<file path="src/rtl/core/swmf_pkg.sv">
`timescale 1ns / 1ps
`default_nettype none
// ----------------------------------------------------------------------------
// swmf_pkg
// shared constants, types and helpers of the sliding window max filter
// ----------------------------------------------------------------------------
package swmf_pkg;

  localparam int unsigned DefRadius   = 2;
  localparam int unsigned DefMaxWidth = 1024;

  localparam int unsigned WidthBits  = 11;
  localparam int unsigned HeightBits = 13;
  localparam int unsigned PixelBits  = 8;

  localparam logic [WidthBits-1:0]  WidthReset  = 11'd640;
  localparam logic [HeightBits-1:0] HeightReset = 13'd480;

  // register byte addresses
  localparam logic [2:0] AddrWidth  = 3'd0;
  localparam logic [2:0] AddrHeight = 3'd4;

  // controller to datapath commands
  typedef struct packed {
    logic clear;  // start a new window max
    logic load;   // read line store at the current tap
    logic wr;     // write the incoming pixel
  } swmf_cmd_t;

endpackage : swmf_pkg
`default_nettype wire

</file>
<file path="src/rtl/core/swmf_ctrl.sv">
`timescale 1ns / 1ps
`default_nettype none
// ----------------------------------------------------------------------------
// swmf_ctrl
// sequencer: position counters, window scan and result beats
// ----------------------------------------------------------------------------
module swmf_ctrl #(
  parameter int unsigned Radius   = swmf_pkg::DefRadius,
  parameter int unsigned MaxWidth = swmf_pkg::DefMaxWidth
) (
  input  wire logic                          clk,
  input  wire logic                          rst,
  input  wire logic [swmf_pkg::WidthBits-1:0]  frame_width,
  input  wire logic [swmf_pkg::HeightBits-1:0] frame_height,
  input  wire logic                          cfg_wr,
  input  wire logic                          in_valid,
  input  wire logic                          in_drain,
  output logic                               in_stall,
  input  wire logic                          out_stall,
  output logic                               out_valid,
  output logic                               run_last,
  output logic                               frame_last,
  output swmf_pkg::swmf_cmd_t                cmd,
  output logic [$clog2(2*Radius+1)-1:0]      tap_row,
  output logic [$clog2(MaxWidth)-1:0]        tap_col
);

  localparam int unsigned Rows  = 2 * Radius + 1;
  localparam int unsigned RowW  = $clog2(Rows);
  localparam int unsigned ColW  = $clog2(MaxWidth);
  localparam int unsigned CntW  = $clog2(MaxWidth + 1);
  localparam int unsigned HW    = swmf_pkg::HeightBits + 1;

  typedef enum logic [2:0] {
    S_IDLE, S_SCAN, S_WAIT, S_OUT
  } state_t;

  state_t           state;
  logic [HW-1:0]    row;      // input row
  logic [CntW-1:0]  col;      // input column
  logic             flushing;
  // current result
  logic [HW-1:0]    c_row;
  logic [CntW-1:0]  c_col, c_last;
  // scan position
  logic [HW-1:0]    s_row, s_r1;
  logic [CntW-1:0]  s_col, s_c0, s_c1;
  logic [RowW-1:0]  s_mod;    // s_row mod Rows
  logic             pend;     // scan set up, window loads under way

  logic [CntW-1:0]  w_eff;
  logic [HW-1:0]    h_eff;
  always_comb begin
    w_eff = (frame_width == '0) ? CntW'(1) : CntW'(frame_width);
    if (32'(frame_width) > 32'(MaxWidth)) w_eff = CntW'(MaxWidth);
    h_eff = (frame_height == '0) ? HW'(1) : HW'(frame_height);
  end

  // item-derived values
  logic [HW-1:0]   vrow;
  logic [CntW-1:0  ] first, last;
  logic            any, go;
  always_comb begin
    vrow  = in_drain ? (h_eff + row) : row;
    any   = 1'b1;
    if (col == w_eff - 1'b1) begin
      first = (col >= CntW'(Radius)) ? col - CntW'(Radius) : '0;
      last  = w_eff - 1'b1;
    end else if (col >= CntW'(Radius)) begin
      first = col - CntW'(Radius);
      last  = first;
    end else begin
      first = '0;
      last  = '0;
      any   = 1'b0;
    end
    go = (vrow >= HW'(Radius)) && any && ((vrow - HW'(Radius)) < h_eff);
  end

  logic accept;
  assign in_stall = (state != S_IDLE);
  assign accept   = in_valid && !in_stall;

  logic [HW-1:0] win_r0, win_r1;
  logic [CntW-1:0] win_c0, win_c1;
  always_comb begin
    win_r0 = (c_row >= HW'(Radius)) ? c_row - HW'(Radius) : '0;
    win_r1 = (c_row + HW'(Radius) > h_eff - 1'b1) ? h_eff - 1'b1 : c_row + HW'(Radius);
    win_c0 = (c_col >= CntW'(Radius)) ? c_col - CntW'(Radius) : '0;
    win_c1 = (c_col + CntW'(Radius) > w_eff - 1'b1) ? w_eff - 1'b1 : c_col + CntW'(Radius);
  end

  logic [RowW-1:0] r0_mod;
  // row index mod Rows by stepping; start from c_row mod kept alongside
  logic [RowW-1:0] c_mod;

  function automatic logic [RowW-1:0] inc_mod(input logic [RowW-1:0] v);
    inc_mod = (v == RowW'(Rows - 1)) ? '0 : v + 1'b1;
  endfunction
  function automatic logic [RowW-1:0] dec_mod(input logic [RowW-1:0] v);
    dec_mod = (v == '0) ? RowW'(Rows - 1) : v - 1'b1;
  endfunction

  logic [RowW-1:0] in_mod; // input row mod Rows
  always_comb begin
    r0_mod = c_mod;
    for (int unsigned k = 0; k < Radius; k++) begin
      if (HW'(k) < c_row) r0_mod = dec_mod(r0_mod);
    end
  end

  logic scan_end;
  assign scan_end = (s_col == s_c1) && (s_row == s_r1);

  always_ff @(posedge clk) begin
    cmd <= '0;
    if (rst || cfg_wr) begin
      state <= S_IDLE; row <= '0; col <= '0; flushing <= 1'b0;
      in_mod <= '0; out_valid <= 1'b0; pend <= 1'b0;
    end else begin
      unique case (state)
        S_IDLE: begin
          if (accept && (in_drain == flushing)) begin
            cmd.wr <= !in_drain;
            tap_row <= in_mod;
            tap_col <= ColW'((col >= w_eff) ? '0 : col);
            c_row  <= vrow - HW'(Radius);
            c_col  <= first;
            c_last <= last;
            // center row mod Rows: vrow mod Rows minus Radius
            begin
              logic [RowW-1:0] m;
              m = in_mod;
              for (int unsigned k = 0; k < Radius; k++) m = dec_mod(m);
              c_mod <= m;
            end
            if (go) state <= S_SCAN;
            if (col + 1'b1 >= w_eff) begin
              col <= '0;
              in_mod <= inc_mod(in_mod);
              if (!flushing && row + 1'b1 >= h_eff) begin
                flushing <= 1'b1; row <= '0;
                // drain row continues mod Rows from h_eff
              end else if (flushing && row + 1'b1 >= HW'(Radius)) begin
                flushing <= 1'b0; row <= '0; in_mod <= '0;
              end else begin
                row <= row + 1'b1;
              end
            end else begin
              col <= col + 1'b1;
            end
            s_row <= '0;
            pend <= 1'b0;
          end
        end
        S_SCAN: begin
          if (!pend) begin
            s_row <= win_r0; s_r1 <= win_r1;
            s_col <= win_c0; s_c0 <= win_c0; s_c1 <= win_c1;
            s_mod <= r0_mod;
            cmd.clear <= 1'b1;
            pend <= 1'b1;
          end else begin
            tap_row <= s_mod;
            tap_col <= ColW'(s_col);
            cmd.load <= 1'b1;
            if (scan_end) begin
              state <= S_WAIT;
            end else if (s_col == s_c1) begin
              s_col <= s_c0; s_row <= s_row + 1'b1; s_mod <= inc_mod(s_mod);
            end else begin
              s_col <= s_col + 1'b1;
            end
          end
        end
        S_WAIT: begin
          // last read data arrives, folded next cycle
          state <= S_OUT;
        end
        S_OUT: begin
          if (!out_valid) begin
            out_valid  <= 1'b1;
            run_last   <= (c_col == c_last);
            frame_last <= (c_row == h_eff - 1'b1) && (c_col == w_eff - 1'b1);
          end else if (!out_stall) begin
            out_valid <= 1'b0;
            pend <= 1'b0;
            if (c_col == c_last) begin
              state <= S_IDLE;
            end else begin
              c_col <= c_col + 1'b1;
              state <= S_SCAN;
            end
          end
        end
        default: state <= S_IDLE;
      endcase
    end
  end

`ifndef ASSERT_OFF
  a_no_out_idle: assert property (@(posedge clk) disable iff (rst)
    (state == S_IDLE) |-> !out_valid) else $error("result beat while idle");
  a_held: assert property (@(posedge clk) disable iff (rst || cfg_wr)
    (out_valid && out_stall) |=> out_valid) else $error("result dropped");
  a_stall_busy: assert property (@(posedge clk) disable iff (rst)
    out_valid |-> in_stall) else $error("input taken during output");
`endif

endmodule : swmf_ctrl
`default_nettype wire

</file>
<file path="config.mk">
export PLATFORM = sky130hd
export DESIGN_NAME = swmf_ctrl
export DESIGN_NICKNAME = d
export VERILOG_FILES = /design/src/rtl/core/swmf_pkg.sv /design/src/rtl/core/swmf_ctrl.sv
export SDC_FILE = /design/constraint.sdc
export NUM_CORES = 1
export LEC_CHECK = 0
export BUFFER_PORTS_ARGS = -buffer_cell sky130_fd_sc_hd__buf_2
export CORE_UTILIZATION = 65
export CTS_CLUSTER_SIZE = 10
export DETAILED_ROUTE_END_ITERATION = 12
export PLACE_DENSITY = 0.8
export SYNTH_ARGS = -nofsm -noshare
export SYNTH_HDL_FRONTEND = slang
export SYNTH_SLANG_ARGS = --single-unit
</file>
<file path="constraint.sdc">
create_clock -name clk -period 14.28 [get_ports clk]
set_input_delay 2.142 -clock clk [delete_from_list [all_inputs] [get_ports clk]]
set_output_delay 2.142 -clock clk [all_outputs]
set_load 0.01 [all_outputs]
</file>
==> qor.yml, run 1 <==
outcome: "complete, no violations"
htree_levels: 4
cap_violations: 0
cts_setup_buffers: 0
ys_seq_area_share_pct: 33.10
cts_made_buffers: 17
grt_pass1_vias: 10140
synth_seq_cells: 154
max-slew-margin-rel_pct: 21.49
ys.flop_type: "edfxtp_1"
hold_violations: 0
cpMaxStageDelayCell: "maj3_1"
finalCriticalPeriod_ns: 6.648
grt_overflow: 0
layout_common_cells: "nand2_1, edfxtp_1, ha_1"
crit_path_cell_trace: "buf_2 > nor4_1 > a31o_2 > ha_1 > fa_1 > maj3_1 > a2111oi_0 > a311o_1 > o22ai_1 > nand2b_1 > nor2_1 > xor2_1 > ha_1 > a21o_1 > a21oi_1 > nor2b_1 > o21ai_0 > a31oi_1 > o21ai_0 > o211ai_2 > a221oi_2 > nor2_1 > nor3_2"
clkPwrFrac_pct: 43.9
vias_per_cell: 6.318
synth_nets: 1581
track_usage_pct: 33.99
fp.dieArea_mm2: 0.02038
nets: 1571
crit_buf_inv: 1
wirelength_mm: 33.54
rows: 51
syn_area_per_cell_um2: 8.976
core_area_mm2: 0.01946
dp_cells: 1671
hp-start: "out_valid$_SDFFE_PP0P_"
grt_pass1_wl_mm: 52.86
cts_tree: "yes"
power.internal_mw: 0.8147
power_density_mw_per_mm2: 79.06
fin_cells: 1703
r2r_setup_slack_ns: 9.42
synth_cell_types: 81
setup_tns_ns: 0
cts_resized: 0
p_leak_nw: 5.661
cp.arrival_ns: 7.01
detail-route-antenna-nets: 0
setup_viol_count_final: 0
vias: 10760
combinationalPowerShare_pct: 11.5
ir_drop_mv: 0.09948
layout_commonest_cell: "nand2_1"
synth_area_mm2: 0.01288
synth_edf_count: 118
rsz0062_at_grt: "false"
wl_per_cell_um: 19.69
numPortBuffers: 49
hold_end: "out_valid$_SDFFE_PP0P_"
clock_skew_ns: 0.01253
n_fill_cell: 1475
reg2reg_from: "row[0]$_SDFFE_PP0P_"
worst-path-max-fanout: 11
firstDrtPassIters: 5
die_y_um: 142.8
min_path_cells: 1
dpl.hpwl_mm: 25.27
syn_inst: 1435
power_frac_seq_pct: 44.6
hold_path.class: "flop to flop"
fin_crit_sh_pct: 46.55
crit_required_ns: 14.64
antenna_found_initial: 1
crit_start: "frame_height[2]"
insertion_delay_ns: 0.44
endpoint_kind: "flop"
switchingPower_mw: 0.2787
cts_root_buffer: "clkbuf_16"
io_pins: 50
drive_above_1_share_pct: 8.971
r2r_cells: 20
dp_slack_ns: 7.287
grt_max_degree: 40
clk_pin_slew_worst_paths_ns: 0.06
diodes: 0
critPathTopFamily: "compound AO/OA/AOI/OAI gates"
die_w_um: 142.8
crit_path_max_incr_delay_ns: 0.46
worst_slew_pin_slew_ns: 1.178
layout_setup_ws_ns: 7.632
cts_hold_buf: 0
gp_routability_congestion: 1.002
cts_max_path_buffers: 2
drcViolationCount: 0
critPathKind: "primary input to flop"
cts_sinks: 154
drt_iter0_drc: 1022
p_sw_share_pct: 25.49
synth_warnings: 0
slew_viol_final: 0
timing.rr.end: "state[0]$_SDFFE_PP0P_"
area_growth_pct: 7.363
async_reset_ff_share_pct: 0
start_util_pct: 66.18
start_kind: "primary input"
max_freq_mhz: 150.4
==> layout make-up <==
type	instances	area, µm²	share of cell area, %
inverter	79	296.5	2.144
timing repair buffer	62	342.8	2.479
clock inverter	12	165.2	1.194
tap	265	331.6	2.398
sequential	154	4264	30.83
clock buffer	20	446.7	3.230
multi-input combinational	1111	7983	57.72
==> worst max-delay path by stage <==
stage                                        to  slack [ns]  depth (start not counted)
after floorplan           state[0]$_SDFFE_PP0P_        7.81                         23
after global placement    state[0]$_SDFFE_PP0P_        7.44                         23
after detailed placement  state[0]$_SDFFE_PP0P_        7.29                         23
after CTS                 state[0]$_SDFFE_PP0P_        7.71                         23
after global routing      state[0]$_SDFFE_PP0P_        7.20                         23
final                     state[0]$_SDFFE_PP0P_        7.63                         23
==> per-layer routing <==
metal	up-vias	part of all wire [%]	GRT usage, %
met5	-	0	0
met4	0	3.8	15.28
met3	83	7.7	4.829
met2	438	46	53.51
met1	5098	43	46.41
li1	5140	-	-
==> cell families (layout without fill, tap and decap cells) <==
family / Yosys count / after routing / share of synthesized area [%]
adder cells (fa/ha/maj): 118 / 118 / 11.48
flip-flops: 154 / 154 / 33.10
XOR/XNOR: 191 / 191 / 12.99
AND/OR/NAND/NOR: 476 / 476 / 18.76
multiplexers: 52 / 52 / 4.109
buffers and inverters: 170 / 173 / 5.197
other: 1 / 1 / 0.02911
AO/OA/AOI/OAI: 273 / 273 / 14.34
==> power by group through the flow <==
| stage | Sequential (mW) | Combinational (mW) | Clock, mW |
|---|---|---|---|
| after floorplan | 0.494 | 0.0886 | 0 |
| after global placement | 0.497 | 0.120 | 0 |
| after detailed placement | 0.497 | 0.123 | 0 |
| after CTS | 0.487 | 0.124 | 0.478 |
| after global routing | 0.488 | 0.138 | 0.496 |
| final | 0.487 | 0.126 | 0.480 |
==> registers in the layout, indices dropped and copies added (netlist names), 10 cells and up <==
name and count:
c_row 14, row 14, s_r1 14, s_row 14, c_col 11, c_last 11
col 11, s_c0 11, s_c1 11, s_col 11, tap_col 10
==> through the flow <==
stage / power, mW / hold slack [ns] / util [%] / area, µm²
after floorplan: 0.5830 / 0.4486 / - / 12880
after global placement: 0.6169 / 0.4590 / 67.91 / 13220
after detailed placement: 0.6202 / 0.4968 / 67.91 / 13220
after CTS: 1.090 / 0.5185 / 71.06 / 13830
after global routing: 1.121 / 0.5437 / 71.06 / 13830
final: 1.093 / 0.5197 / 71.06 / 13830
==> cells in the mapped netlist, types with 16 or more instances <==
cell,instances,share of area [%]
xnor2_1,111,7.5
nor2b_1,25,1.2
inv_1,79,2.3
a21oi_1,54,2.1
nand4_1,26,1.3
dfxtp_1,36,5.6
nand2_1,124,3.6
xor2_1,80,5.4
clkbuf_1,75,2.2
edfxtp_1,118,28
a22o_1,16,1.1
a21o_1,19,1.1
and3_1,26,1.3
mux2i_1,45,3.5
nor4_1,17,0.83
o21ai_0,67,2.6
o21a_1,19,1.1
nand3_1,50,1.9
ha_1,115,11
nor3_1,34,1.3
nor2_1,95,2.8
Power figures use the tool's default switching activity.
==> run 2, diff against run 1 <==
--- a/config.mk
+++ b/config.mk
@@ -6,10 +6,10 @@
 export NUM_CORES = 1
 export LEC_CHECK = 0
 export BUFFER_PORTS_ARGS = -buffer_cell sky130_fd_sc_hd__buf_2
-export CORE_UTILIZATION = 65
+export CORE_UTILIZATION = 64
 export CTS_CLUSTER_SIZE = 10
 export DETAILED_ROUTE_END_ITERATION = 12
-export PLACE_DENSITY = 0.8
+export PLACE_DENSITY = 0.79
 export SYNTH_ARGS = -nofsm -noshare
 export SYNTH_HDL_FRONTEND = slang
 export SYNTH_SLANG_ARGS = --single-unit
==> constraint.sdc (replaced) <==
create_clock -name clk -period 6.7 [get_ports clk]
set_input_delay 1.005 -clock clk [delete_from_list [all_inputs] [get_ports clk]]
set_output_delay 1.005 -clock clk [all_outputs]
set_load 0.01 [all_outputs]
==> run 2 against run 1 <==
Clock skew down 0.0017 ns. Routed wire length is 0.37% lower. Power increased by 100%. Largest power group unchanged.
==> qor.yml, run 2 (synthesis results as in run 1) <==
outcome: "complete, no violations"
dpl.hpwl_mm: 25.41  # +0.56%
detail-route-antenna-nets: 0  # unchanged
cts_tree: "yes"
crit_path_max_incr_delay_ns: 0.49  # +0.03 ns
hold_path.class: "flop to flop"
start_kind: "primary input"
endpoint_kind: "flop"
setup_viol_count_final: 0  # unchanged
cpMaxStageDelayCell: "maj3_1"
wirelength_mm: 33.42  # -0.37%
reg2reg_from: "row[0]$_SDFFE_PP0P_"
hold_violations: 0  # unchanged
drive_above_1_share_pct: 8.832  # -0.14 points
ir_drop_mv: 0.1642  # +65%
io_pins: 50  # unchanged
cts_max_path_buffers: 2  # unchanged
timing.rr.end: "state[1]$_SDFFE_PP0P_"
rsz0062_at_grt: "false"
rows: 51  # unchanged
cts_resized: 0  # unchanged
finalCriticalPeriod_ns: 5.679
track_usage_pct: 33.53  # -0.46 points
vias: 10750  # -0.056%
cp.arrival_ns: 6.01  # -1.00 ns
layout_commonest_cell: "nand2_1"
critPathKind: "primary input to flop"
grt_pass1_wl_mm: 53.01  # +0.29%
post-route-util_pct: 70.24  # -0.82 points
hold_end: "flushing$_SDFFE_PP0P_"
vias_per_cell: 6.314  # about the same
hold_ws_ns: 0.5252  # +0.005548 ns
cts_made_buffers: 17  # unchanged
cap_violations: 0  # unchanged
fp.dieArea_mm2: 0.02070  # +1.5%
insertion_delay_ns: 0.43  # about the same
drcViolationCount: 0  # unchanged
antenna_found_initial: 0  # -1
numPortBuffers: 49  # unchanged
crit_required_ns: 7.03  # -7.61 ns
firstDrtPassIters: 5  # unchanged
die_w_um: 143.9  # +0.77%
diodes: 0  # unchanged
clk_pin_slew_worst_paths_ns: 0.06  # about the same
start_util_pct: 65.75  # -0.43 points
cts_root_buffer: "clkbuf_16"
grt_overflow: 0  # unchanged
worst-path-max-fanout: 11  # unchanged
max-slew-margin-rel_pct: 13.52  # -8.0 points
p_leak_nw: 5.624  # -0.64%
area_growth_pct: 6.818
max_freq_mhz: 176.1
layout_common_cells: "nand2_1, edfxtp_1, ha_1"
worst_slew_pin_slew_ns: 1.283  # +0.1055 ns
hp-start: "flushing$_SDFFE_PP0P_"
grt_pass1_vias: 9916  # -2.2%
grt_max_degree: 39  # -2.5%
dp_cells: 1671  # unchanged
clock_skew_ns: 0.01080  # -0.001737 ns
min_path_cells: 2  # +1
crit_buf_inv: 1  # unchanged
core_area_mm2: 0.01959  # +0.66%
crit_path_cell_trace: "buf_2 > nor4_1 > a31o_2 > ha_1 > fa_1 > maj3_1 > a2111oi_0 > a311o_1 > o22ai_1 > nand2b_1 > nor2_1 > xor2_1 > ha_1 > a21o_1 > a21oi_1 > nor2b_1 > o21ai_0 > a31oi_1 > o21ai_0 > o211ai_2 > a221oi_2 > nand3_1 > o31ai_1"
htree_levels: 4  # unchanged
cts_setup_buffers: 0  # unchanged
nets: 1571  # unchanged
gp_routability_congestion: 0.9570  # -4.5%
wl_per_cell_um: 19.62  # -0.37%
drt_iter0_drc: 913  # -11%
fin_cells: 1703  # unchanged
setup_tns_ns: 0  # unchanged
n_fill_cell: 1541  # +4.5%
cts_sinks: 154  # unchanged
critPathTopFamily: "compound AO/OA/AOI/OAI gates"
slew_viol_final: 0  # unchanged
cts_hold_buf: 0  # unchanged
die_y_um: 143.9  # +0.77%
r2r_setup_slack_ns: 1.70  # -7.72 ns
r2r_cells: 20  # unchanged
fin_crit_sh_pct: 84.76
power_density_mw_per_mm2: 160.2  # +100%
## run 2: cell types whose count changed in the layout (fill, tap and decap cells not counted), sizes merged
cell | before | now
inv | 82 | 85
clkinvlp | 2 | 3
clkbuf | 20 | 18
bufinv | 3 | 0
clkinv | 4 | 5
## run 2: area by class of cell
class                   instances  area [µm²]  area share, %
multi-input cells            1111        7981          58.01
flip-flops and latches        154        4264          30.99
well taps                     265       331.6          2.410
inverters                      79       296.5          2.155
clock inverters                14       113.9         0.8275
clock buffers                  18       429.2          3.119
repair buffers                 62       342.8          2.492
## run 2: how the worst max path moves through the flow
| stage | cells past startpoint | slack [ns] | start | end |
|---|---|---|---|---|
| floorplan | 23 | 1.37 | frame_height[2] | state[0]$_SDFFE_PP0P_ |
| global placement | 23 | 0.88 | frame_height[2] | state[1]$_SDFFE_PP0P_ |
| detailed placement | 23 | 0.76 | frame_height[2] | state[1]$_SDFFE_PP0P_ |
| CTS | 23 | 1.13 | frame_height[2] | state[1]$_SDFFE_PP0P_ |
| global route | 23 | 0.77 | frame_height[2] | state[0]$_SDFFE_PP0P_ |
| finish | 23 | 1.02 | frame_height[2] | state[1]$_SDFFE_PP0P_ |
## run 2: metal layers
layer | up-vias | GRT usage, % | wire length, µm
met1 | 5163 | 47.10 | 14920
met3 | 63 | 5.798 | 2435
met2 | 401 | 52.28 | 15290
met5 | - | 0 | 0
li1 | 5126 | - | -
met4 | 0 | 10.47 | 772
## run 2: power breakdown
part	switching [mW]	internal, mW
clock network	0.415	0.482
logic	0.165	0.104
registers	0.00935	1.03
total	0.589	1.62
## run 2: worst reg2reg max path, stage by stage (launching register included)
cell	delay [ns]
dfxtp_1	0.45
ha_1	0.33
fa_1	0.42
maj3_1	0.49
a2111oi_0	0.45
a311o_1	0.17
o22ai_1	0.10
nand2b_1	0.25
nor2_1	0.23
xor2_1	0.22
ha_1	0.28
a21o_1	0.16
a21oi_1	0.17
nor2b_1	0.09
o21ai_0	0.16
a31oi_1	0.10
o21ai_0	0.22
o211ai_2	0.13
a221oi_2	0.28
nand3_1	0.12
o31ai_1	0.08
## run 2: metrics by stage
step	cell area, µm²	power [mW]	worst slack (ns)
CTS	13760	2.201	1.128
global route	13760	2.270	0.7668
finish	13760	2.204	1.021
global placement	13220	1.317	0.8762
detailed placement	13220	1.322	0.7636
floorplan	12880	1.243	1.368
==> run 3, diff against run 2 <==
--- a/config.mk
+++ b/config.mk
@@ -6,10 +6,10 @@
 export NUM_CORES = 1
 export LEC_CHECK = 0
 export BUFFER_PORTS_ARGS = -buffer_cell sky130_fd_sc_hd__buf_2
-export CORE_UTILIZATION = 64
+export CORE_UTILIZATION = 58
 export CTS_CLUSTER_SIZE = 10
 export DETAILED_ROUTE_END_ITERATION = 12
-export PLACE_DENSITY = 0.79
+export PLACE_DENSITY = 0.75
 export SYNTH_ARGS = -nofsm -noshare
 export SYNTH_HDL_FRONTEND = slang
 export SYNTH_SLANG_ARGS = --single-unit
==> constraint.sdc (replaced) <==
create_clock -name clk -period 4.9 [get_ports clk]
set_input_delay 0.735 -clock clk [delete_from_list [all_inputs] [get_ports clk]]
set_output_delay 0.735 -clock clk [all_outputs]
set_load 0.01 [all_outputs]
==> run 3 against run 2 <==
Setup slack worse by 0.79 ns. Combinational power up 56%. Via count up 2.3%. Hold slack worse by 0.020 ns. Power up 46%. Routed wire length up 3.8%. Clock skew up 0.0072 ns. Non-clock buffer count up 72. Critical path type unchanged. Highest routed layer is now met5.
==> qor.yml, run 3 (synthesis results as in run 1) <==
critPathTopFamily: "compound AO/OA/AOI/OAI gates"
die_w_um: 151.0  # +5.0%
io_pins: 50  # unchanged
wl_per_cell_um: 19.38  # -1.2%
crit_path_max_incr_delay_ns: 0.40  # -0.09 ns
p_sw_share_pct: 26.74  # about the same
fin_cells: 1790  # +5.1%
clkPwrFrac_pct: 42.9  # +2.2 points
cts_sinks: 154  # unchanged
worst-path-max-fanout: 7  # -4
outcome: "complete, no violations"
track_usage_pct: 31.44  # -2.1 points
htree_levels: 4  # unchanged
die_y_um: 151.0  # +5.0%
dp_slack_ns: -0.3359  # -1.100 ns
grt_pass1_wl_mm: 55.04  # +3.8%
start_util_pct: 59.02  # -6.7 points
crit_start: "frame_height[2]"
crit_required_ns: 5.21  # -1.82 ns
p_leak_nw: 6.046  # +7.5%
place_area_mm2: 0.01379  # +4.4%
grt_overflow: 0  # unchanged
numPortBuffers: 49  # unchanged
hp-start: "out_valid$_SDFFE_PP0P_"
post-route-util_pct: 66.31  # -3.9 points
cpMostUsedCell: "nor2_1"
crit_buf_inv: 2  # +1
dp_cells: 1757  # +5.1%
rows: 54  # +5.9%
dpl.hpwl_mm: 26.27  # +3.4%
n_fill_cell: 1761  # +14%
hold_ws_ns: 0.5049  # -0.02032 ns
max_freq_mhz: 214.0
switchingPower_mw: 0.8616  # +46%
max-slew-margin-rel_pct: 27.76  # +14 points
vias: 11000  # +2.3%
fp.dieArea_mm2: 0.02281  # +10%
cpMaxStageDelayCell: "maj3_2"
fin_crit_sh_pct: 95.36
critPathKind: "primary input to flop"
drt_iter0_drc: 1069  # +17%
drcViolationCount: 0  # unchanged
grt_pass1_vias: 10560  # +6.5%
cap_violations: 0  # unchanged
gp_routability_congestion: 0.9990  # +4.4%
core_area_mm2: 0.02182  # +11%
layout_commonest_cell: "nand2_1"
layout_setup_ws_ns: 0.2273  # -0.7937 ns
nets: 1643  # +4.6%
clk_pin_slew_worst_paths_ns: 0.07  # about the same
setup_viol_count_final: 0  # unchanged
firstDrtPassIters: 6  # +1
cts_made_buffers: 17  # unchanged
endpoint_kind: "flop"
power.internal_mw: 2.361  # +46%
ir_drop_mv: 0.2238  # +36%
vias_per_cell: 6.143  # -2.7%
hold_path.class: "flop to flop"
diodes: 0  # unchanged
cts_root_buffer: "clkbuf_16"
cts_tree: "yes"
wirelength_mm: 34.69  # +3.8%
layout_common_cells: "nand2_1, edfxtp_1, ha_1"
reg2reg_from: "row[6]$_SDFFE_PP0P_"
start_kind: "primary input"
worst_slew_pin_slew_ns: 1.084  # -0.1995 ns
area_growth_pct: 12.35
hold_violations: 0  # unchanged
antenna_found_initial: 1  # +1
power_frac_seq_pct: 44.0  # -3.1 points
power_density_mw_per_mm2: 222.7  # +39%
grt_max_degree: 37  # -5.1%
insertion_delay_ns: 0.45  # +0.02 ns
drive_above_1_share_pct: 14.37  # +5.5 points
slew_viol_final: 0  # unchanged
combinationalPowerShare_pct: 13.0  # +0.8 points
clock_skew_ns: 0.01797  # +0.007172 ns
cts_max_path_buffers: 2  # unchanged
detail-route-antenna-nets: 0  # unchanged
cp.arrival_ns: 4.98  # -1.03 ns
final_area_mm2: 0.01447  # +5.2%
finalCriticalPeriod_ns: 4.673
## run 3: cell types whose count changed in the layout (fill, tap and decap cells not counted), moves of 3 or more
cell        before  now
clkinvlp_4       3    0
buf_4           13   85
a21oi_2          0    3
a21oi_1         54   51
## run 3: final cells by class
class | instances | area [µm²] | share of cell area (%)
inverter | 79 | 296.5 | 2.049
multi-input combinational | 1111 | 8068 | 55.75
clock inverter | 15 | 183.9 | 1.271
tap | 280 | 350.3 | 2.421
clock buffer | 17 | 425.4 | 2.940
sequential | 154 | 4264 | 29.47
timing repair buffer | 134 | 883.3 | 6.104
## run 3: routing by layer
layer / GRT usage, % / up-vias / share of wire, %
met5: 0 / - / 0.049
met4: 11.00 / 2 / 3.1
met3: 5.753 / 79 / 7.5
met2: 50.16 / 432 / 46
met1: 42.65 / 5230 / 43
li1: - / 5253 / -
## run 3: final timing paths
path         cells past startpoint  slack, ns                      to
max reg2reg                     19       0.52   state[0]$_SDFFE_PP0P_
min                              1       0.50  out_valid$_SDFFE_PP0P_
max                             25       0.23   state[0]$_SDFFE_PP0P_
min reg2reg                      1       0.50  out_valid$_SDFFE_PP0P_
## run 3: power groups by stage
| stage | Clock [mW] | Combinational (mW) | Sequential [mW] |
|---|---|---|---|
| after detailed placement | 0 | 0.404 | 1.45 |
| after CTS | 1.38 | 0.407 | 1.42 |
| after floorplan | 0 | 0.261 | 1.44 |
| after global placement | 0 | 0.394 | 1.45 |
| final | 1.38 | 0.420 | 1.42 |
| after global routing | 1.44 | 0.456 | 1.42 |
## run 3: what timing repair did
item	4_1_cts	5_1_grt
endpoints found under the hold margin	0	0
setup buffers	0	1
setup endpoints to repair	0	2
resized for setup	0	12
hold buffers	0	0
## run 3: worst register-to-register path, delay by kind of cell, from the launching register on
kind,cells,cell delay (ns)
flops,1,0.57
compound gates,9,1.67
simple gates,7,1.18
fa+ha+maj,2,0.66
xor+xnor,1,0.18
## run 3: through the flow
step,power [mW],setup TNS [ns]
global placement,1.842,-0.3842
CTS,3.209,0
detailed placement,1.852,-0.6614
floorplan,1.701,0
global route,3.313,-0.01391
finish,3.222,0
